### config.mk
export PLATFORM = sky130hd
export DESIGN_NAME = vfc_out_fifo
export DESIGN_NICKNAME = d
export VERILOG_FILES = /design/src/hw/rtl/vfc_pkg.sv /design/src/hw/rtl/vfc_out_fifo.sv
export SDC_FILE = /design/constraint.sdc
export NUM_CORES = 1
export LEC_CHECK = 0
export BUFFER_PORTS_ARGS = -buffer_cell sky130_fd_sc_hd__buf_2
export CAP_MARGIN = 20
export CORE_MARGIN = 8
export CORE_UTILIZATION = 34
export DETAILED_ROUTE_END_ITERATION = 8
export GPL_TIMING_DRIVEN = 0
export PLACE_DENSITY = 0.49
export SLEW_MARGIN = 40
export SYNTH_ARGS = -nofsm -noshare
export SYNTH_HDL_FRONTEND = slang
export SYNTH_SLANG_ARGS = --single-unit
### constraint.sdc
create_clock -name i_clk -period 2.9 [get_ports i_clk]
set_clock_uncertainty 0.05 [all_clocks]
set_input_delay 0.58 -clock i_clk [delete_from_list [all_inputs] [get_ports i_clk]]
set_output_delay 0.58 -clock i_clk [all_outputs]
set_load 0.005 [all_outputs]
### src/hw/rtl/vfc_pkg.sv
package vfc_pkg;

    // Default build of the chunk.
    localparam int unsigned CHUNK_EDGE_DEF = 32;
    localparam int unsigned TYPE_BITS_DEF  = 8;

    // Fixed field widths of the command and face transactions.
    localparam int unsigned COORD_W = 5;
    localparam int unsigned SIDE_W  = 3;
    localparam int unsigned CODE_W  = 8;
    localparam int unsigned TEX_W   = 8;
    localparam int unsigned WORD_W  = 26;

    // Depth of the face queue in front of the result port.
    localparam int unsigned OUT_FIFO_DEPTH = 4;

    // Command codes.
    localparam logic [1:0] CMD_LOAD_VOXEL = 2'd0;
    localparam logic [1:0] CMD_LOAD_AIR   = 2'd1;
    localparam logic [1:0] CMD_LOAD_TEX   = 2'd2;
    localparam logic [1:0] CMD_MESH       = 2'd3;

    // Face codes, as they appear in the direction bits of a face word.
    localparam logic [SIDE_W-1:0] FACE_TOP    = 3'd0;
    localparam logic [SIDE_W-1:0] FACE_BOTTOM = 3'd1;
    localparam logic [SIDE_W-1:0] FACE_LEFT   = 3'd2;
    localparam logic [SIDE_W-1:0] FACE_RIGHT  = 3'd3;
    localparam logic [SIDE_W-1:0] FACE_FRONT  = 3'd4;
    localparam logic [SIDE_W-1:0] FACE_BACK   = 3'd5;

    // Position of the final face in the emit order.
    localparam logic [2:0] LAST_ORDER_IDX = 3'd5;

    typedef struct packed {
        logic [1:0]         cmd;
        logic [COORD_W-1:0] x;
        logic [COORD_W-1:0] y;
        logic [COORD_W-1:0] z;
        logic [SIDE_W-1:0]  side;
        logic [CODE_W-1:0]  block_type;
        logic [TEX_W-1:0]   tex_index;
        logic               air_flag;
    } t_in;

    typedef struct packed {
        logic [WORD_W-1:0] face_word;
        logic              last;
    } t_out;

    typedef enum logic [1:0] {
        ST_IDLE,
        ST_FACE,
        ST_TAIL,
        ST_FLUSH
    } t_state;

    // Emit order: Back, Front, Left, Right, Top, Bottom.
    function automatic logic [SIDE_W-1:0] face_of(input logic [2:0] idx);
        logic [SIDE_W-1:0] f;
        case (idx)
            3'd0: f = FACE_BACK;
            3'd1: f = FACE_FRONT;
            3'd2: f = FACE_LEFT;
            3'd3: f = FACE_RIGHT;
            3'd4: f = FACE_TOP;
            3'd5: f = FACE_BOTTOM;
            default: f = FACE_TOP;
        endcase
        return f;
    endfunction

endpackage

### src/hw/rtl/vfc_out_fifo.sv
module vfc_out_fifo (
    input  logic          i_clk,
    input  logic          i_rst_n,
    input  logic          i_push,
    input  vfc_pkg::t_out i_data,
    output logic          o_full,
    output logic          o_valid,
    input  logic          i_ready,
    output vfc_pkg::t_out o_data
);
    import vfc_pkg::*;

    localparam int unsigned DEPTH = OUT_FIFO_DEPTH;
    localparam int unsigned PTR_W = (DEPTH > 1) ? $clog2(DEPTH) : 1;
    localparam int unsigned CNT_W = $clog2(DEPTH + 1);

    t_out             r_mem [DEPTH];
    logic [PTR_W-1:0] r_wr_ptr;
    logic [PTR_W-1:0] r_rd_ptr;
    logic [CNT_W-1:0] r_count;
    logic             pop;

    assign o_full  = (r_count == CNT_W'(DEPTH));
    assign o_valid = (r_count != '0);
    assign o_data  = r_mem[r_rd_ptr];
    assign pop     = o_valid && i_ready;

    // Storage.
    always_ff @(posedge i_clk) begin
        if (i_push) begin
            r_mem[r_wr_ptr] <= i_data;
        end
    end

    // Pointers and fill count.
    always_ff @(posedge i_clk) begin
        if (!i_rst_n) begin
            r_wr_ptr <= '0;
            r_rd_ptr <= '0;
            r_count  <= '0;
        end else begin
            if (i_push) begin
                r_wr_ptr <= (r_wr_ptr == PTR_W'(DEPTH - 1)) ? '0 : r_wr_ptr + PTR_W'(1);
            end
            if (pop) begin
                r_rd_ptr <= (r_rd_ptr == PTR_W'(DEPTH - 1)) ? '0 : r_rd_ptr + PTR_W'(1);
            end
            if (i_push && !pop) begin
                r_count <= r_count + CNT_W'(1);
            end else if (pop && !i_push) begin
                r_count <= r_count - CNT_W'(1);
            end
        end
    end

endmodule

==> metrics.md <==
| Metric | Value |
|---|---|
| Outcome | completed |
| Actual slew at the worst max-slew pin | between 0.5 and 0.6 ns |
| Mux share of post-synthesis cell area | 0.151 |
| Post-CTS Hold Buffers | 0 |
| Number of H-tree levels | 4 |
| Die area | between 15000 and 20000 um^2 |
| R2r worst-path depth | 7 |
| Ant diodes | 0 |
| Hold path depth | 1 |
| Chip Width | between 100 and 150 um |
| Worst setup path endpoint | r_count[2] |
| Mapped Area | 4400 um^2 |
| Stages on worst setup path | 7 |
| Flop and latch count out of synthesis | roughly 120 |
| Routed via count | ~2100 |
| Sequential-to-total area share from yosys stat | 0.777 |
| Routed Antenna Nets | 0 |
| Layout area overhead | 25.7% |
| Period minus WS final | approximately 2.4 ns |
| Max cap viols | 0 |
| Drt drc | 0 |
| CTS tree | done |
| Crit-path max cell delay | 0.50 ns |
| WL/cell | 17.9 um |
| Critical path type | reg -> reg |
| Initial Utilization | 0.349 |
| Crit-path slowest cell | o31ai_1 |
| First-pass GRT wire length | 12600 um |
| CP Capture Type | flip-flop |
| I/O pins | 60 |
| R2R Path End | r_count[2] |
| RSZ-0062 raised after global routing | no |
| Synth Area per Inst | between 20 and 25 um^2 |
| Synth Area in Adders | 0.0216 |
| Critical path arrival | 2.66 ns |
| WP data required | 3.17 ns |
| Vias per inst | around 4.6 |
| DP HPWL | approximately 5300 um |
| Routability congestion estimate | between 0.6 and 0.7 |
| Pin count of the biggest net entering global routing | 19 |
| Setup tns final | 0 ns |
| Core ar. | approximately 13000 um^2 |
| Fmax | about 420 MHz |
| Vias in the first global route | between 2000 and 2500 |
| Slew headroom | 0.656 |
| CTS sink count | between 100 and 150 |
| Antenna violations before repair | 0 |
| Grt total ovfl | 0 |
| CP cell instances | o31ai_1 -> ha_1 -> inv_1 -> fa_1 -> xor2_1 -> or3_1 -> a21boi_0 |
| Max FO, Critical Path | 5 |
| FILL cells | 1127 |
| Die Span Y | about 130 um |
| Final setup vio count | 0 |
| Worst slack, placed | 0.482 ns |
| Xor and xnor area share after synthesis | 0.00398 |
| Worst setup margin | slightly above 0.5 ns |
| Hold crit path type | in -> reg |
| GRT Total Usage | 0.104 |
| Cells after Synth | 187 |
| Compound-Gate Fraction of Synth Area | 0.00682 |
| Row cnt | slightly above 40 |
| Fraction of layout cells with a size suffix above 1 | 0.407 |
| Unique masters post-synth | 23 |
| IO Port Bufs | 59 |
| Fin util | 0.438 |
| Final period utilization | 0.824 |
| Setup bufs post-CTS | 0 |
| Commonest non-fill, non-tap cell in the layout | edfxtp_1 |
| Most frequent cells in the layout | 108 x edfxtp_1, 62 x buf_2, 20 x mux4_2 |
| Crit path buf inv count | 1 |
| Syn Nets | 225 |
| Startpoint Class | flip-flop |
| Clock buffer depth | 2 |
| IR drop worst, VDD | 349 uV |
| CTS root buffer | clkbuf_16 |
| P_leak | roughly 0.0019 uW |
| Final wirelength | a little over 8000 um |
| Crit. Startpoint | r_count[1] |
| Ys Warns | 0 |
| FF-to-FF setup slack | ~0.51 ns |
| Drt first pass iters | 4 |
| Skew-Pair Late Insertion Delay | 0.40 ns |
| Post-CTS Resized | 0 |
| Dpl cells | 422 |
| Final std cells w/o fill | about 450 |
| Clk slew on worst S/H paths | approximately 0.05 ns |
| Simple-Gate Fraction of Synth Area | 0.0216 |
| Fin. max-slew vios | 0 |
| Endpoints failing hold | 0 |
| Total CTS buffers | 17 |
| Largest family of logic cells by synthesized area | multiplexers |
| Pwr dens | 838 nW/um^2 |
| Reg2Reg Launch Point | r_count[1] |
| Nets | ~310 |
| First DRT Iteration DRCs | 136 |
| CP delay by family, top | compound AO/OA/AOI/OAI gates |
[power breakdown]
group / switching [uW] / internal, uW / total [uW]
combinational: 378 / 479 / 856
clock: 639 / 1140 / 1780
sequential: 44.0 / 1950 / 2000
total: 1060 / 3570 / 4640
[routing by layer]
metal	global-route usage	routed length, um
met1	0.121	3610
met2	0.164	3910
met3	0.0367	402
met4	0.0615	142
met5	0	0
[cell families after synthesis]
kind of cell	Yosys count
flip-flops	117
multiplexers	30
AND/OR/NAND/NOR	17
buffers and inverters	9
adder cells (fa/ha/maj)	7
AO/OA/AOI/OAI	5
XOR/XNOR	2
[flip-flops by register name (all words and copies together) (netlist names), named ones only]
signal,cells
r_rd_ptr,2
r_count,3
r_wr_ptr,2
r_mem,108
[cell usage after synthesis (all sizes together)]
master / instances / area (um^2)
nor2b: 3 / 18.8
nand3: 2 / 10.0
nor2: 2 / 7.51
nor3b: 1 / 7.51
xnor2: 1 / 8.76
dfxtp: 9 / 180
inv: 3 / 11.3
xor2: 1 / 8.76
a21boi: 1 / 7.51
nand2: 2 / 7.51
and2: 5 / 31.3
o21ai: 3 / 15.0
mux4: 27 / 634
ha: 6 / 75.1
edfxtp: 108 / 3240
or3: 2 / 12.5
o31ai: 1 / 7.51
fa: 1 / 20.0
mux2i: 3 / 30.0
buf: 6 / 66.3
[through the flow]
step                      power [uW]  hold slack, ns  area, um^2
after floorplan                 2580           0.428        4400
after global placement          2890           0.466        4910
after detailed placement        2920           0.482        5030
after CTS                       4720           0.327        5530
after global routing            4850           0.334        5530
final                           4640           0.349        5530
[worst min-delay path by stage]
stage / startpoint / to / slack, ns
after floorplan: r_rd_ptr[1] / flip-flop / 0.43
after global placement: r_count[2] / r_count[2] / 0.47
after detailed placement: r_rd_ptr[1] / flip-flop / 0.48
after CTS: i_data[8] / r_mem[0][8] / 0.33
after global routing: i_data[8] / r_mem[0][8] / 0.33
final: i_data[21] / r_mem[0][21] / 0.35
[area by class of cell]
| type | instances | area [um^2] | area share |
|---|---|---|---|
| clock inverter | 9 | 63.8 | 0.0115 |
| clock buffer | 21 | 440 | 0.0796 |
| sequential | 117 | 3420 | 0.619 |
| tap | 172 | 215 | 0.0389 |
| multi-input combinational | 61 | 907 | 0.164 |
| timing repair buffer | 63 | 405 | 0.0733 |
| inverter | 3 | 11.3 | 0.00204 |
| buffer | 6 | 66.3 | 0.0120 |
No activity file was read; power rests on OpenSTA's default activity.
